[config.mk]
export PLATFORM = sky130hd
export DESIGN_NAME = z80_branch_target_predict_core_flat
export DESIGN_NICKNAME = d
export VERILOG_FILES = /design/src/rtl/btp_pkg.sv /design/src/rtl/btp_if.sv /design/src/rtl/btp_scan.sv /design/src/rtl/btp_decode.sv /design/src/rtl/z80_branch_target_predict_core.sv /design/src/flat_wrapper.sv
export SDC_FILE = /design/constraint.sdc
export NUM_CORES = 1
export LEC_CHECK = 0
export BUFFER_PORTS_ARGS = -buffer_cell sky130_fd_sc_hd__buf_2
export CAP_MARGIN = 20
export CELL_PAD_IN_SITES_DETAIL_PLACEMENT = 1
export CELL_PAD_IN_SITES_GLOBAL_PLACEMENT = 1
export CORE_ASPECT_RATIO = 1.75
export CORE_UTILIZATION = 45
export CTS_CLUSTER_DIAMETER = 60
export DETAILED_ROUTE_END_ITERATION = 10
export PLACE_DENSITY_LB_ADDON = 0.25
export SLEW_MARGIN = 15
export SYNTH_ARGS = -nofsm -noshare
export SYNTH_HDL_FRONTEND = slang
export SYNTH_SLANG_ARGS = --single-unit
[constraint.sdc]
create_clock -name clock -period 5.01 [get_ports clock]
set_clock_uncertainty 0.05 [all_clocks]
set_input_delay 1.002 -clock clock [delete_from_list [all_inputs] [get_ports clock]]
set_output_delay 1.002 -clock clock [all_outputs]
set_load 0.02 [all_outputs]
[src/rtl/btp_pkg.sv]
`default_nettype none
// ----------------------------------------------------------------------------
// btp_pkg
// Shared types and constants for the Z80 branch target predictor pipeline.
// ----------------------------------------------------------------------------
package btp_pkg;

   // code window
   localparam int WINDOW_BYTES = 8;
   localparam int CodeW        = 64;
   localparam int IdxW         = $clog2(WINDOW_BYTES);

   // prefix and opcode values
   localparam logic [7:0] OP_PREFIX_IX = 8'hDD;
   localparam logic [7:0] OP_PREFIX_IY = 8'hFD;
   localparam logic [7:0] OP_PREFIX_ED = 8'hED;
   localparam logic [7:0] OP_HALT      = 8'h76;
   localparam logic [7:0] OP_RET       = 8'hC9;
   localparam logic [7:0] OP_JP        = 8'hC3;
   localparam logic [7:0] OP_CALL      = 8'hCD;
   localparam logic [7:0] OP_JP_IND    = 8'hE9;
   localparam logic [7:0] OP_NOP       = 8'h00;
   localparam logic [7:0] OP_EX_AF     = 8'h08;
   localparam logic [7:0] OP_DJNZ      = 8'h10;
   localparam logic [7:0] OP_JR        = 8'h18;

   // opcode group masks and match values
   localparam logic [7:0] MASK_BLOCK   = 8'hF4;
   localparam logic [7:0] MATCH_BLOCK  = 8'hB0;
   localparam logic [7:0] MASK_GROUP   = 8'hC7;
   localparam logic [7:0] MATCH_RETI   = 8'h45;
   localparam logic [7:0] MATCH_RETCC  = 8'hC0;
   localparam logic [7:0] MATCH_JPCC   = 8'hC2;
   localparam logic [7:0] MATCH_CALLCC = 8'hC4;
   localparam logic [7:0] MATCH_RST    = 8'hC7;
   localparam logic [7:0] MATCH_REL    = 8'h00;
   localparam logic [7:0] MASK_COND    = 8'hC1;
   localparam logic [7:0] MATCH_COND   = 8'hC0;
   localparam logic [7:0] MASK_RST_VEC = 8'h38;

   // flag bit positions in F
   localparam int FLAG_S_BIT  = 7;
   localparam int FLAG_Z_BIT  = 6;
   localparam int FLAG_PV_BIT = 2;
   localparam int FLAG_C_BIT  = 0;

   // condition field of the cc opcodes
   typedef enum logic [1:0] {
      CC_Z  = 2'b00,
      CC_C  = 2'b01,
      CC_PV = 2'b10,
      CC_S  = 2'b11
   } cond_type;

   // source of the branch target
   typedef enum logic [2:0] {
      TS_NONE  = 3'd0,
      TS_STACK = 3'd1,
      TS_BASE  = 3'd2,
      TS_WORD  = 3'd3,
      TS_REL   = 3'd4,
      TS_RST   = 3'd5
   } target_sel_type;

   // after the prefix scan
   typedef struct packed {
      logic            found;
      logic            ed;
      logic [IdxW-1:0] idx;
      logic [7:0]      op;
      logic [7:0]      d1;
      logic [7:0]      d2;
      logic            have1;
      logic            have2;
      logic [15:0]     pc;
      logic [7:0]      flags;
      logic [7:0]      reg_b;
      logic [15:0]     base;
      logic [15:0]     stack_word;
   } scan_type;

   // after decode
   typedef struct packed {
      target_sel_type  tsel;
      logic [15:0]     rel_addr;
      logic [15:0]     word_addr;
      logic [2:0]      rst_vec;
      logic [15:0]     base;
      logic [15:0]     stack_word;
      logic            is_branch;
      logic            from_register;
      logic            is_call;
      logic            is_loop;
      logic            is_block;
      logic            window_short;
   } decode_type;

   // result beat
   typedef struct packed {
      logic [15:0] target_addr;
      logic        is_branch;
      logic        from_register;
      logic        is_call;
      logic        is_loop;
      logic        is_block;
      logic        window_short;
   } result_type;

endpackage
`default_nettype wire

[src/rtl/btp_if.sv]
`default_nettype none
// ----------------------------------------------------------------------------
// btp_req_if / btp_rsp_if
// Valid/ready channels carrying request and result beats of the predictor.
// ----------------------------------------------------------------------------
interface btp_req_if;
   import btp_pkg::*;

   logic             valid;
   logic             ready;
   logic [CodeW-1:0] code_bytes;
   logic [15:0]      pc;
   logic [7:0]       flags_reg;
   logic [7:0]       reg_b;
   logic [15:0]      reg_hl;
   logic [15:0]      reg_ix;
   logic [15:0]      reg_iy;
   logic [15:0]      stack_word;

   modport source (
      output valid, code_bytes, pc, flags_reg, reg_b, reg_hl, reg_ix, reg_iy, stack_word,
      input  ready
   );
   modport sink (
      input  valid, code_bytes, pc, flags_reg, reg_b, reg_hl, reg_ix, reg_iy, stack_word,
      output ready
   );
endinterface

interface btp_rsp_if;
   logic        valid;
   logic        ready;
   logic [15:0] target_addr;
   logic        is_branch;
   logic        from_register;
   logic        is_call;
   logic        is_loop;
   logic        is_block;
   logic        window_short;

   modport source (
      output valid, target_addr, is_branch, from_register, is_call, is_loop, is_block,
             window_short,
      input  ready
   );
   modport sink (
      input  valid, target_addr, is_branch, from_register, is_call, is_loop, is_block,
             window_short,
      output ready
   );
endinterface
`default_nettype wire

[src/rtl/btp_scan.sv]
`default_nettype none
// ----------------------------------------------------------------------------
// btp_scan
// Prefix scan: finds the first non-prefix byte in the code window, picks the
// index register for the last DD/FD and notes any ED prefix.
// ----------------------------------------------------------------------------
module btp_scan (
   input  wire logic [btp_pkg::CodeW-1:0] code_bytes,
   input  wire logic [15:0]               pc,
   input  wire logic [7:0]                flags_reg,
   input  wire logic [7:0]                reg_b,
   input  wire logic [15:0]               reg_hl,
   input  wire logic [15:0]               reg_ix,
   input  wire logic [15:0]               reg_iy,
   input  wire logic [15:0]               stack_word,
   output btp_pkg::scan_type              scan
);
   import btp_pkg::*;

   logic [7:0] win [WINDOW_BYTES+2];

   // window bytes, padded past the end
   always_comb begin
      for (int k = 0; k < WINDOW_BYTES + 2; k++) begin
         if (k < WINDOW_BYTES) begin
            win[k] = code_bytes[8*k +: 8];
         end else begin
            win[k] = 8'h00;
         end
      end
   end

   // first opcode byte and its operand bytes
   always_comb begin
      scan.found      = 1'b0;
      scan.ed         = 1'b0;
      scan.idx        = '0;
      scan.op         = 8'h00;
      scan.d1         = 8'h00;
      scan.d2         = 8'h00;
      scan.have1      = 1'b0;
      scan.have2      = 1'b0;
      scan.pc         = pc;
      scan.flags      = flags_reg;
      scan.reg_b      = reg_b;
      scan.base       = reg_hl;
      scan.stack_word = stack_word;
      for (int k = 0; k < WINDOW_BYTES; k++) begin
         if (!scan.found) begin
            if (win[k] == OP_PREFIX_IX) begin
               scan.base = reg_ix;
            end else if (win[k] == OP_PREFIX_IY) begin
               scan.base = reg_iy;
            end else if (win[k] == OP_PREFIX_ED) begin
               scan.ed = 1'b1;
            end else begin
               scan.found = 1'b1;
               scan.idx   = IdxW'(k);
               scan.op    = win[k];
               scan.d1    = win[k+1];
               scan.d2    = win[k+2];
               scan.have1 = (k + 1 < WINDOW_BYTES);
               scan.have2 = (k + 2 < WINDOW_BYTES);
            end
         end
      end
   end

endmodule
`default_nettype wire

[src/rtl/btp_decode.sv]
`default_nettype none
// ----------------------------------------------------------------------------
// btp_decode
// Opcode decode: classifies the instruction, evaluates its condition and
// forms the relative target, pc + offset of next instruction + displacement.
// ----------------------------------------------------------------------------
module btp_decode (
   input  wire btp_pkg::scan_type scan,
   output btp_pkg::decode_type    dec
);
   import btp_pkg::*;

   logic [7:0] op;
   logic       cc_flag;
   logic       cc_holds;
   logic       jr_flag;
   logic       jr_holds;
   logic       jp_hit;
   logic       jp_call;
   logic       jp_loop;

   assign op = scan.op;

   // condition of ret/jp/call cc
   always_comb begin
      unique case (cond_type'(op[5:4]))
         CC_Z:    cc_flag = scan.flags[FLAG_Z_BIT];
         CC_C:    cc_flag = scan.flags[FLAG_C_BIT];
         CC_PV:   cc_flag = scan.flags[FLAG_PV_BIT];
         CC_S:    cc_flag = scan.flags[FLAG_S_BIT];
         default: cc_flag = 1'b0;
      endcase
   end
   assign cc_holds = cc_flag ~^ op[3];

   // condition of jr cc: only Z and C
   assign jr_flag  = op[4] ? scan.flags[FLAG_C_BIT] : scan.flags[FLAG_Z_BIT];
   assign jr_holds = jr_flag ~^ op[3];

   // instruction class
   always_comb begin
      // relative target and absolute word
      dec.rel_addr      = scan.pc + 16'(scan.idx) + 16'd2 + {{8{scan.d1[7]}}, scan.d1};
      dec.word_addr     = {scan.d2, scan.d1};
      dec.rst_vec       = op[5:3];
      dec.base          = scan.base;
      dec.stack_word    = scan.stack_word;
      dec.tsel          = TS_NONE;
      dec.is_branch     = 1'b0;
      dec.from_register = 1'b0;
      dec.is_call       = 1'b0;
      dec.is_loop       = 1'b0;
      dec.is_block      = 1'b0;
      dec.window_short  = 1'b0;
      jp_hit            = 1'b0;
      jp_call           = 1'b0;
      jp_loop           = 1'b0;
      priority if (!scan.found) begin
         dec.window_short = 1'b1;
      end else if (op == OP_HALT) begin
         dec.is_block = 1'b1;
      end else if (scan.ed) begin
         if ((op & MASK_BLOCK) == MATCH_BLOCK) begin
            dec.is_block = 1'b1;
         end else if ((op & MASK_GROUP) == MATCH_RETI) begin
            dec.tsel          = TS_STACK;
            dec.is_branch     = 1'b1;
            dec.from_register = 1'b1;
         end
      end else if (op == OP_RET) begin
         dec.tsel          = TS_STACK;
         dec.is_branch     = 1'b1;
         dec.from_register = 1'b1;
      end else if (op == OP_JP) begin
         jp_hit = 1'b1;
      end else if (op == OP_CALL) begin
         jp_hit  = 1'b1;
         jp_call = 1'b1;
      end else if ((op & MASK_COND) == MATCH_COND) begin
         if (cc_holds) begin
            if ((op & MASK_GROUP) == MATCH_RETCC) begin
               dec.tsel          = TS_STACK;
               dec.is_branch     = 1'b1;
               dec.from_register = 1'b1;
            end else if ((op & MASK_GROUP) == MATCH_CALLCC) begin
               jp_hit  = 1'b1;
               jp_call = 1'b1;
            end else if ((op & MASK_GROUP) == MATCH_JPCC) begin
               jp_hit  = 1'b1;
               jp_loop = 1'b1;
            end
         end
      end else if (op == OP_JP_IND) begin
         dec.tsel          = TS_BASE;
         dec.is_branch     = 1'b1;
         dec.from_register = 1'b1;
      end else if ((op & MASK_GROUP) == MATCH_RST) begin
         dec.tsel      = TS_RST;
         dec.is_branch = 1'b1;
         dec.is_call   = 1'b1;
      end else if ((op & MASK_GROUP) == MATCH_REL) begin
         if ((op != OP_NOP) && (op != OP_EX_AF)) begin
            if (!scan.have1) begin
               dec.window_short = 1'b1;
            end else if (op == OP_JR) begin
               dec.tsel      = TS_REL;
               dec.is_branch = 1'b1;
            end else if (op == OP_DJNZ) begin
               if (scan.reg_b != 8'd1) begin
                  dec.tsel      = TS_REL;
                  dec.is_branch = 1'b1;
                  dec.is_loop   = 1'b1;
               end
            end else if (jr_holds) begin
               dec.tsel      = TS_REL;
               dec.is_branch = 1'b1;
               dec.is_loop   = 1'b1;
            end
         end
      end else begin
         // any other opcode selects no target and leaves every flag clear
      end

      // two-byte address operand
      if (jp_hit) begin
         if (!scan.have2) begin
            dec.window_short = 1'b1;
         end else begin
            dec.tsel      = TS_WORD;
            dec.is_branch = 1'b1;
            dec.is_call   = jp_call;
            dec.is_loop   = jp_loop;
         end
      end
   end

endmodule
`default_nettype wire

[src/rtl/z80_branch_target_predict_core.sv]
`default_nettype none
// ----------------------------------------------------------------------------
// z80_branch_target_predict_core
// Predicts whether the Z80 instruction at pc branches and where it goes.
// ----------------------------------------------------------------------------
// The core takes one request beat per cycle when not stalled and returns one
// result beat for each, in order, through the scan, decode and output
// registers. Stage one scans the code window for DD/FD/ED prefixes, stage
// two decodes the opcode, tests its condition and adds the relative
// offset, and stage three selects the target into the output register.
// Each stage has its own valid bit and ready is chained back from the
// output, so empty stages fill while a finished result waits and the
// sustained rate is one beat per cycle when not stalled. The result is a
// pure function of the request beat; there is no state kept between beats.
module z80_branch_target_predict_core (
   input  wire logic  clock,
   input  wire logic  reset,
   btp_req_if.sink    req_bus,
   btp_rsp_if.source  rsp_bus
);
   import btp_pkg::*;

   scan_type   scan_out;
   decode_type dec_out;
   result_type res_sel;

   logic       s1_valid_ff, s1_valid_in;
   logic       s2_valid_ff, s2_valid_in;
   logic       s3_valid_ff, s3_valid_in;
   scan_type   s1_ff, s1_in;
   decode_type s2_ff, s2_in;
   result_type s3_ff, s3_in;

   logic       s1_ready;
   logic       s2_ready;
   logic       s3_ready;

   // stage one: prefix scan
   btp_scan u_scan (
      .code_bytes (req_bus.code_bytes),
      .pc         (req_bus.pc),
      .flags_reg  (req_bus.flags_reg),
      .reg_b      (req_bus.reg_b),
      .reg_hl     (req_bus.reg_hl),
      .reg_ix     (req_bus.reg_ix),
      .reg_iy     (req_bus.reg_iy),
      .stack_word (req_bus.stack_word),
      .scan       (scan_out)
   );

   // stage two: decode
   btp_decode u_decode (
      .scan (s1_ff),
      .dec  (dec_out)
   );

   // stage three: target select
   always_comb begin
      res_sel.is_branch     = s2_ff.is_branch;
      res_sel.from_register = s2_ff.from_register;
      res_sel.is_call       = s2_ff.is_call;
      res_sel.is_loop       = s2_ff.is_loop;
      res_sel.is_block      = s2_ff.is_block;
      res_sel.window_short  = s2_ff.window_short;
      unique case (s2_ff.tsel)
         TS_NONE:  res_sel.target_addr = 16'h0000;
         TS_STACK: res_sel.target_addr = s2_ff.stack_word;
         TS_BASE:  res_sel.target_addr = s2_ff.base;
         TS_WORD:  res_sel.target_addr = s2_ff.word_addr;
         TS_REL:   res_sel.target_addr = s2_ff.rel_addr;
         TS_RST:   res_sel.target_addr = {10'd0, s2_ff.rst_vec, 3'd0};
         default:  res_sel.target_addr = 16'h0000;
      endcase
   end

   // ready chain, back from the output register
   assign s3_ready = !s3_valid_ff || rsp_bus.ready;
   assign s2_ready = !s2_valid_ff || s3_ready;
   assign s1_ready = !s1_valid_ff || s2_ready;

   assign req_bus.ready = s1_ready;

   // next stage contents
   always_comb begin
      s1_valid_in = s1_ready ? req_bus.valid : s1_valid_ff;
      s1_in       = s1_ready ? scan_out      : s1_ff;
      s2_valid_in = s2_ready ? s1_valid_ff   : s2_valid_ff;
      s2_in       = s2_ready ? dec_out       : s2_ff;
      s3_valid_in = s3_ready ? s2_valid_ff   : s3_valid_ff;
      s3_in       = s3_ready ? res_sel       : s3_ff;
   end

   // valid bits
   always_ff @(posedge clock) begin
      if (reset) begin
         s1_valid_ff <= 1'b0;
         s2_valid_ff <= 1'b0;
         s3_valid_ff <= 1'b0;
      end else begin
         s1_valid_ff <= s1_valid_in;
         s2_valid_ff <= s2_valid_in;
         s3_valid_ff <= s3_valid_in;
      end
   end

   // payload registers
   always_ff @(posedge clock) begin
      s1_ff <= s1_in;
      s2_ff <= s2_in;
      s3_ff <= s3_in;
   end

   // result beat
   assign rsp_bus.valid         = s3_valid_ff;
   assign rsp_bus.target_addr   = s3_ff.target_addr;
   assign rsp_bus.is_branch     = s3_ff.is_branch;
   assign rsp_bus.from_register = s3_ff.from_register;
   assign rsp_bus.is_call       = s3_ff.is_call;
   assign rsp_bus.is_loop       = s3_ff.is_loop;
   assign rsp_bus.is_block      = s3_ff.is_block;
   assign rsp_bus.window_short  = s3_ff.window_short;

   // a stalled decode stage keeps its beat
   assert property (@(posedge clock) disable iff (reset)
      (s2_valid_ff && !s3_ready) |=> (s2_valid_ff && $stable(s2_ff)))
      else $error("decode stage lost a beat while stalled");

   // calls and loops are always taken branches
   assert property (@(posedge clock) disable iff (reset)
      (rsp_bus.valid && (rsp_bus.is_call || rsp_bus.is_loop)) |-> rsp_bus.is_branch)
      else $error("call or loop flag without branch");

   // no target unless a branch is taken
   assert property (@(posedge clock) disable iff (reset)
      (rsp_bus.valid && !rsp_bus.is_branch) |-> (rsp_bus.target_addr == 16'h0000))
      else $error("target address set without a branch");

   // a short window carries no other result
   assert property (@(posedge clock) disable iff (reset)
      (rsp_bus.valid && rsp_bus.window_short) |->
         (!rsp_bus.is_branch && !rsp_bus.is_block && !rsp_bus.from_register))
      else $error("short window result carries flags");

endmodule
`default_nettype wire
[src/flat_wrapper.sv]
// flat-port wrapper written by rule: the top's interface ports become plain ports
module z80_branch_target_predict_core_flat import btp_pkg::*;
  (clock, reset, req_bus_valid, req_bus_code_bytes, req_bus_pc, req_bus_flags_reg, req_bus_reg_b, req_bus_reg_hl, req_bus_reg_ix, req_bus_reg_iy, req_bus_stack_word, req_bus_ready, rsp_bus_valid, rsp_bus_target_addr, rsp_bus_is_branch, rsp_bus_from_register, rsp_bus_is_call, rsp_bus_is_loop, rsp_bus_is_block, rsp_bus_window_short, rsp_bus_ready);
  btp_req_if req_bus_i ();
  btp_rsp_if rsp_bus_i ();
  input  wire logic clock;
  input  wire logic reset;
  input wire logic [$bits(req_bus_i.valid)-1:0] req_bus_valid;
  input wire logic [$bits(req_bus_i.code_bytes)-1:0] req_bus_code_bytes;
  input wire logic [$bits(req_bus_i.pc)-1:0] req_bus_pc;
  input wire logic [$bits(req_bus_i.flags_reg)-1:0] req_bus_flags_reg;
  input wire logic [$bits(req_bus_i.reg_b)-1:0] req_bus_reg_b;
  input wire logic [$bits(req_bus_i.reg_hl)-1:0] req_bus_reg_hl;
  input wire logic [$bits(req_bus_i.reg_ix)-1:0] req_bus_reg_ix;
  input wire logic [$bits(req_bus_i.reg_iy)-1:0] req_bus_reg_iy;
  input wire logic [$bits(req_bus_i.stack_word)-1:0] req_bus_stack_word;
  output wire logic [$bits(req_bus_i.ready)-1:0] req_bus_ready;
  output wire logic [$bits(rsp_bus_i.valid)-1:0] rsp_bus_valid;
  output wire logic [$bits(rsp_bus_i.target_addr)-1:0] rsp_bus_target_addr;
  output wire logic [$bits(rsp_bus_i.is_branch)-1:0] rsp_bus_is_branch;
  output wire logic [$bits(rsp_bus_i.from_register)-1:0] rsp_bus_from_register;
  output wire logic [$bits(rsp_bus_i.is_call)-1:0] rsp_bus_is_call;
  output wire logic [$bits(rsp_bus_i.is_loop)-1:0] rsp_bus_is_loop;
  output wire logic [$bits(rsp_bus_i.is_block)-1:0] rsp_bus_is_block;
  output wire logic [$bits(rsp_bus_i.window_short)-1:0] rsp_bus_window_short;
  input wire logic [$bits(rsp_bus_i.ready)-1:0] rsp_bus_ready;
  assign req_bus_i.valid = req_bus_valid;
  assign req_bus_i.code_bytes = req_bus_code_bytes;
  assign req_bus_i.pc = req_bus_pc;
  assign req_bus_i.flags_reg = req_bus_flags_reg;
  assign req_bus_i.reg_b = req_bus_reg_b;
  assign req_bus_i.reg_hl = req_bus_reg_hl;
  assign req_bus_i.reg_ix = req_bus_reg_ix;
  assign req_bus_i.reg_iy = req_bus_reg_iy;
  assign req_bus_i.stack_word = req_bus_stack_word;
  assign req_bus_ready = req_bus_i.ready;
  assign rsp_bus_valid = rsp_bus_i.valid;
  assign rsp_bus_target_addr = rsp_bus_i.target_addr;
  assign rsp_bus_is_branch = rsp_bus_i.is_branch;
  assign rsp_bus_from_register = rsp_bus_i.from_register;
  assign rsp_bus_is_call = rsp_bus_i.is_call;
  assign rsp_bus_is_loop = rsp_bus_i.is_loop;
  assign rsp_bus_is_block = rsp_bus_i.is_block;
  assign rsp_bus_window_short = rsp_bus_i.window_short;
  assign rsp_bus_i.ready = rsp_bus_ready;
  z80_branch_target_predict_core u_core (.clock(clock), .reset(reset), .req_bus(req_bus_i), .rsp_bus(rsp_bus_i));
endmodule
==> summary.md, run 1 <==
| Metric | Value |
|---|---|
| Outcome | completed |
| Most common cell after layout, fill and taps aside | edfxtp_1 |
| Crit path max fanout | 10 |
| Synth cell types | 78 |
| Worst Hold Class | reg2reg |
| Initial antenna violation count | 2 |
| Top_reg_cell synth | edfxtp_1 |
| TritonCTS clock tree | yes |
| Switching Fraction | 0.2655 |
| Reg clk slew, reported paths | roughly 70 ps |
| Initial core utilization | 0.4564 |
| CP endpoint kind | flop |
| Setup_tns | 0 ps |
| Final setup viols | 0 |
| First-pass GRT wire length | 60290 µm |
| Die H | roughly 210 µm |
| Crit share post-route | 0.8180 |
| Top cell type's share of synthesized area | 0.4927 |
| Layout cell share with drive strength beyond 1 | 0.2306 |
| Post-synth EDFFs | between 150 and 200 |
| # port buffers | around 180 |
| Core footprint | 25240 µm² |
| WL final | 39660 µm |
| Top cell type by total area after synthesis | edfxtp_1 |
| Synth Instances | 1100 |
| Vias in the first global route | ~11000 |
| Crit-path slowest cell | a311o_4 |
| Grt total ovfl | 0 |
| Largest buffer count on any clock path | 2 |
| Placer Congestion | ~0.97 |
| Placed inst area | 12820 µm² |
| Via density | 6.302 |
| Syn_nets | ~1300 |
| Leak pwr | 0.005281 µW |
| P&R area growth vs syn | 16.53% |
| Clk root buf | clkbuf_16 |
| WP data required | 5270 ps |
| Total of max-cap violations | 0 |
| Initial DRT Pass Iterations | 7 |
| CTS Sinks | around 190 |
| Post-CTS Setup Bufs | 0 |
| Number of fillers in the final layout | between 2000 and 3000 |
| DRC | 0 |
| Relative slew slack | 0.3893 |
| Net count, final | 1471 |
| Met2 GRT Util | 0.6147 |
| Internal power | around 2800 µW |
| Max Slew Vio Count | 0 |
| Clock latency at the later pin of the worst-skew pair | about 440 ps |
| Sequential area share after synthesis | 0.4979 |
| Crit path DAT | between 4000 and 5000 ps |
| Setup crit start kind | input port |
| Hold depth | 0 |
| Most Crowded Layer GR | met2 |
| Post-route ant nets | 0 |
| DR vias | around 10000 |
| #FFs+latches synth | approximately 190 |
| Warnings from Yosys | 0 |
| Min Clock Period, post-route | between 4000 and 5000 ps |
| Total die area | 26270 µm² |
| CP Depth | 10 |
| Combinational group share of total power | 0.133 |
| Highest clock rate | between 0.2 and 0.25 GHz |
| Worst path cell trace | buf_2 > inv_2 > a211oi_4 > nand4_1 > buf_4 > nor2_2 > o21ai_1 > a311o_4 > a2111oi_2 > a221o_1 |
| Sequential share of power | 0.514 |
| Synthesized area per cell | roughly 10 µm² |
| Peak VDD IR | around 0.00022 V |
| Design area | 13420 µm² |
| Clock network power share | 0.353 |
| GR Util met3 | 0.02793 |
| Crit path kind | in2reg |
| Psw | approximately 1000 µW |
| R2R cell count | 13 |
| Routed len/inst | approximately 25 µm |
| Hold Vio Cnt, Final | 0 |
| Synthesized area | 11520 µm² |
| Io pins | 188 |
| Rows | 77 |
| Detailed Route Iter0 Violations | approximately 620 |
| Top post-synthesis cells by area | edfxtp_1 49%, nand2_1 3.6%, o21ai_0 3.3% |
| H-tree depth | 4 |
| Post-cts resize count | 0 |
| M1 GR Usage | 0.3022 |
| Final HPWL DP | 31470 µm |
| RSZ-0062 raised after global routing | false |
| PD cells | approximately 290 nW/µm² |
| Delay-heaviest family, CP | compound AO/OA/AOI/OAI gates |
| Worst-Margin Slew | between 900 and 1000 ps |
| Buf+Inv Stages, Crit Path | 3 |
| Most frequent cells in the layout | 189 x edfxtp_1, 183 x buf_2, 108 x nand2_1, 86 x nor2_1, 77 x o21ai_0 |
| GRT Util Overall | 0.3134 |
| CTS Hold Buffers Added | 0 |
| Pin count of the biggest net entering global routing | 63 |
| Total CTS buffers | 17 |
| Share of flip-flops with an asynchronous set or reset | 0 |
| Die W | 122.9 µm |
| Largest stage delay, worst path | between 500 and 600 ps |
[per-stage QoR]
step / hold WS (ps) / setup WS [ps] / total power (µW) / util / instances
after global routing: 375.0 / 726.8 / 3960 / 0.5318 / 1606
after floorplan: 350.3 / 675.5 / 2252 / - / 1100
final: 371.7 / 911.9 / 3835 / 0.5318 / 1606
after global placement: 350.8 / 607.8 / 2479 / 0.5080 / 1572
after CTS: 371.4 / 925.5 / 3857 / 0.5315 / 1604
after detailed placement: 355.2 / 487.4 / 2510 / 0.5080 / 1572
[registers in the layout, summed over array words and instances (netlist names), 6 cells and up]
| signal | count |
|---|---|
| u_core.s1_ff | 91 |
| u_core.s2_ff | 70 |
| u_core.rsp_bus.target_addr | 16 |
| u_core.res_sel | 6 |
[worst paths after layout]
check / startpoint / to / slack [ps]
max reg2reg: u_core.s1_ff[48] / u_core.s2_ff[71] / 1250
min: u_core.res_sel[5] / u_core.rsp_bus.is_branch / 370
max: req_bus_code_bytes[21] / u_core.s1_ff[16] / 910
min reg2reg: u_core.res_sel[5] / u_core.rsp_bus.is_branch / 370
[final cells by class]
type | instances | area [µm²] | share of cell area
Clock buffer | 17 | 425.4 | 0.03169
Clock inverter | 15 | 168.9 | 0.01258
Multi-Input combinational cell | 820 | 5448 | 0.4058
Timing Repair Buffer | 210 | 1119 | 0.08333
Sequential cell | 192 | 5736 | 0.4273
Tap cell | 316 | 395.4 | 0.02945
Antenna cell | 2 | 5.005 | 0.0003728
Inverter | 34 | 127.6 | 0.009507
[power groups by stage]
stage / clock [µW] / sequential [µW] / combinational [µW]
after floorplan: 0 / 1980 / 274
after global placement: 0 / 2000 / 481
after detailed placement: 0 / 2010 / 502
after CTS: 1380 / 1970 / 508
after global routing: 1420 / 1980 / 554
final: 1350 / 1970 / 511
[per-layer routing]
| metal | part of all wire | vias up |
|---|---|---|
| met5 | 0 | - |
| met4 | 0.059 | 0 |
| met3 | 0.030 | 112 |
| met2 | 0.57 | 358 |
| met1 | 0.34 | 5006 |
| li1 | - | 4645 |
[Yosys cell counts (4+ instances only)]
master     count
clkbuf_1      39
and4_1         5
nor3_1        28
o31ai_1        9
buf_4          4
a21oi_1       69
a31oi_1        8
a211oi_1       9
nor2_1        86
nor3b_1        4
a221oi_1      14
nor4_1        10
o22ai_1       10
buf_2          6
ha_1          29
buf_1          5
nand4b_1       5
mux2_2        21
nand3_1       33
o21a_1         5
mux2i_1       30
inv_1         33
a22o_1        14
o211ai_1       5
o221ai_1      12
a221o_1       20
or3_1         11
nand2b_1      11
nand2_1      109
xor2_1         4
a2111oi_2      8
xnor2_1       13
and2_1        13
o21ai_0       77
and3_1        20
nand4_1       16
nor2b_1        8
a22oi_1       31
a21o_1         6
edfxtp_1     189
nor4_2         4
[cell families after synthesis]
logic type	after synthesis	share of synthesized area
DFF	192	0.4979
buffers and inverters	88	0.03063
adders and majority gates	32	0.03671
xor gates and xnor gates	17	0.01292
and+or+nand+nor	386	0.1691
AOI/OAI and AO/OA	333	0.2042
muxes	52	0.04855
(Power assumes the default switching activity.)
==> inputs of run 2 (changes only) <==
Settings changed: CORE_UTILIZATION 45 to 41.
Clock period 5.01 ns to 3.45 ns, I/O delays scaled along.
==> summary.md, run 2 (synthesis gave the netlist of run 1 again) <==
| Metric | Value |
|---|---|
| Cell Count, Final, Fillers Out | 1712 |
| Combinational group share of total power | 0.136 |
| Grt total ovfl | 0 |
| Min Clock Period, post-route | ~3300 ps |
| Crit path max fanout | 3 |
| Final setup viols | 0 |
| Psw | 1401 µW |
| Footprint of the multi-input gates | around 5500 µm² |
| Net count, final | roughly 1500 |
| Overall power | ~5600 µW |
| H-tree depth | 4 |
| Relative slew slack | 0.4446 |
| # port buffers | around 180 |
| Number of fillers in the final layout | 3140 |
| Highest clock rate | roughly 0.30 GHz |
| Clk root buf | clkbuf_16 |
| DR vias | about 10000 |
| Clock latency at the later pin of the worst-skew pair | approximately 450 ps |
| WL final | 40670 µm |
| Placed cells | roughly 1700 |
| Largest buffer count on any clock path | 2 |
| Total die area | approximately 29000 µm² |
| Total CTS buffers | 17 |
| CTS Sinks | about 190 |
| Die H | between 200 and 250 µm |
| Vias in the first global route | roughly 11000 |
| Layout cell share with drive strength beyond 1 | 0.2638 |
| First-pass GRT wire length | approximately 62000 µm |
| Reg clk slew, reported paths | about 70 ps |
| Leak pwr | 0.005575 µW |
| PD cells | ~400 nW/µm² |
| Register Area | 5736 µm² |
| WP data required | 3590 ps |
| Clock network power share | 0.356 |
| Initial core utilization | 0.4200 |
| Initial antenna violation count | 1 |
| Most common cell after layout, fill and taps aside | edfxtp_1 |
| DRC | 0 |
| Hold Vio Cnt, Final | 0 |
| Switching Fraction | 0.2494 |
| RSZ-0062 raised after global routing | false |
| Total of max-cap violations | 0 |
| Outcome | completed |
| Internal power | between 4000 and 5000 µW |
| Setup_tns | 0 ps |
| Flip-flop count of the largest register after layout | between 90 and 100 |
| Crit path DAT | 3450 ps |
| Pre-CTS setup slack | -115.9 ps |
| GRT Util Overall | 0.2913 |
| Initial DRT Pass Iterations | 5 |
| Most frequent cells in the layout | 189 x edfxtp_1, 183 x buf_2, 108 x nand2_1, 86 x nor2_1, 78 x buf_4 |
| Worst Hold Class | in2reg |
| Placer Congestion | 0.9222 |
| Sequential share of power | 0.508 |
| Worst-Margin Slew | ~830 ps |
| Post-route ant nets | 0 |
| Crit path kind | reg2reg |
| Crit share post-route | 0.9587 |
| Top reg by flops | u_core.s1_ff |
| P&R area growth vs syn | 21.33% |
| Die W | 128.7 µm |
| Detailed Route Iter0 Violations | roughly 640 |
| Peak VDD IR | between 0.0004 and 0.0005 V |
| Setup crit start kind | flop |
| Pin count of the biggest net entering global routing | 92 |
| Rows | 80 |
| Via density | between 5 and 6 |
| Io pins | 188 |
| Final HPWL DP | 32340 µm |
| Core footprint | roughly 27000 µm² |
| Setup WS post-layout | 142.6 ps |
| Max Slew Vio Count | 0 |
| TritonCTS clock tree | yes |
| CP endpoint kind | flop |
| Routed len/inst | about 24 µm |
-- run 2: path summary, 6_finish.rpt --
check                         from                     end  slack, ps  cells past startpoint
min reg2reg      u_core.res_sel[3]  u_core.rsp_bus.is_call        370                      0
max reg2reg       u_core.s1_ff[90]        u_core.s2_ff[71]        140                     13
min          req_bus_stack_word[9]         u_core.s1_ff[9]        360                      1
max               u_core.s1_ff[90]        u_core.s2_ff[71]        140                     13
-- run 2: repair_timing --
action,in CTS,in global routing
resized for setup,2,6
hold buffers,0,0
endpoints found under the setup margin,1,2
pin swaps,0,4
setup buffers,0,1
-- run 2: metal layers --
metal / global-route usage / up-vias / share of wire
met1: 0.2854 / 5053 / 0.34
met3: 0.03320 / 100 / 0.027
li1: - / 4757 / -
met4: 0.1818 / 0 / 0.060
met2: 0.5651 / 294 / 0.57
met5: 0 / - / 0
-- run 2: worst max-delay path, cell delays in order (launching register included) --
cell and delay, ps:
edfxtp_1 400, fa_1 590, inv_1 60, ha_1 200
or2_2 310, fa_2 360, a21o_1 200, a21oi_2 190
o21ai_2 90, nand3_2 100, a31oi_2 100, a21o_1 180
a21oi_2 140, xnor2_1 80
-- run 2: cell type report --
cell class / instances / area share
clock inverter: 12 / 0.01146
clock buffer: 19 / 0.03097
inverter: 34 / 0.009131
antenna: 1 / 0.0001790
multi-input combinational: 820 / 0.3917
sequential: 192 / 0.4103
timing repair buffer: 265 / 0.1131
tap: 369 / 0.03303
-- run 2: power groups by stage --
stage | Clock, µW | Sequential [µW] | Combinational [µW]
floorplan | 0 | 2870 | 397
global placement | 0 | 2890 | 722
detailed placement | 0 | 2900 | 745
CTS | 2040 | 2850 | 752
global route | 2100 | 2870 | 829
finish | 2000 | 2850 | 766
-- run 2: through the flow --
stage                 util  hold slack [ps]  cell area [µm²]
floorplan                -            350.3            11520
global placement    0.4865            354.1            13340
detailed placement  0.4865            358.9            13340
CTS                 0.5083            343.6            13940
global route        0.5096            347.0            13980
finish              0.5096            363.4            13980
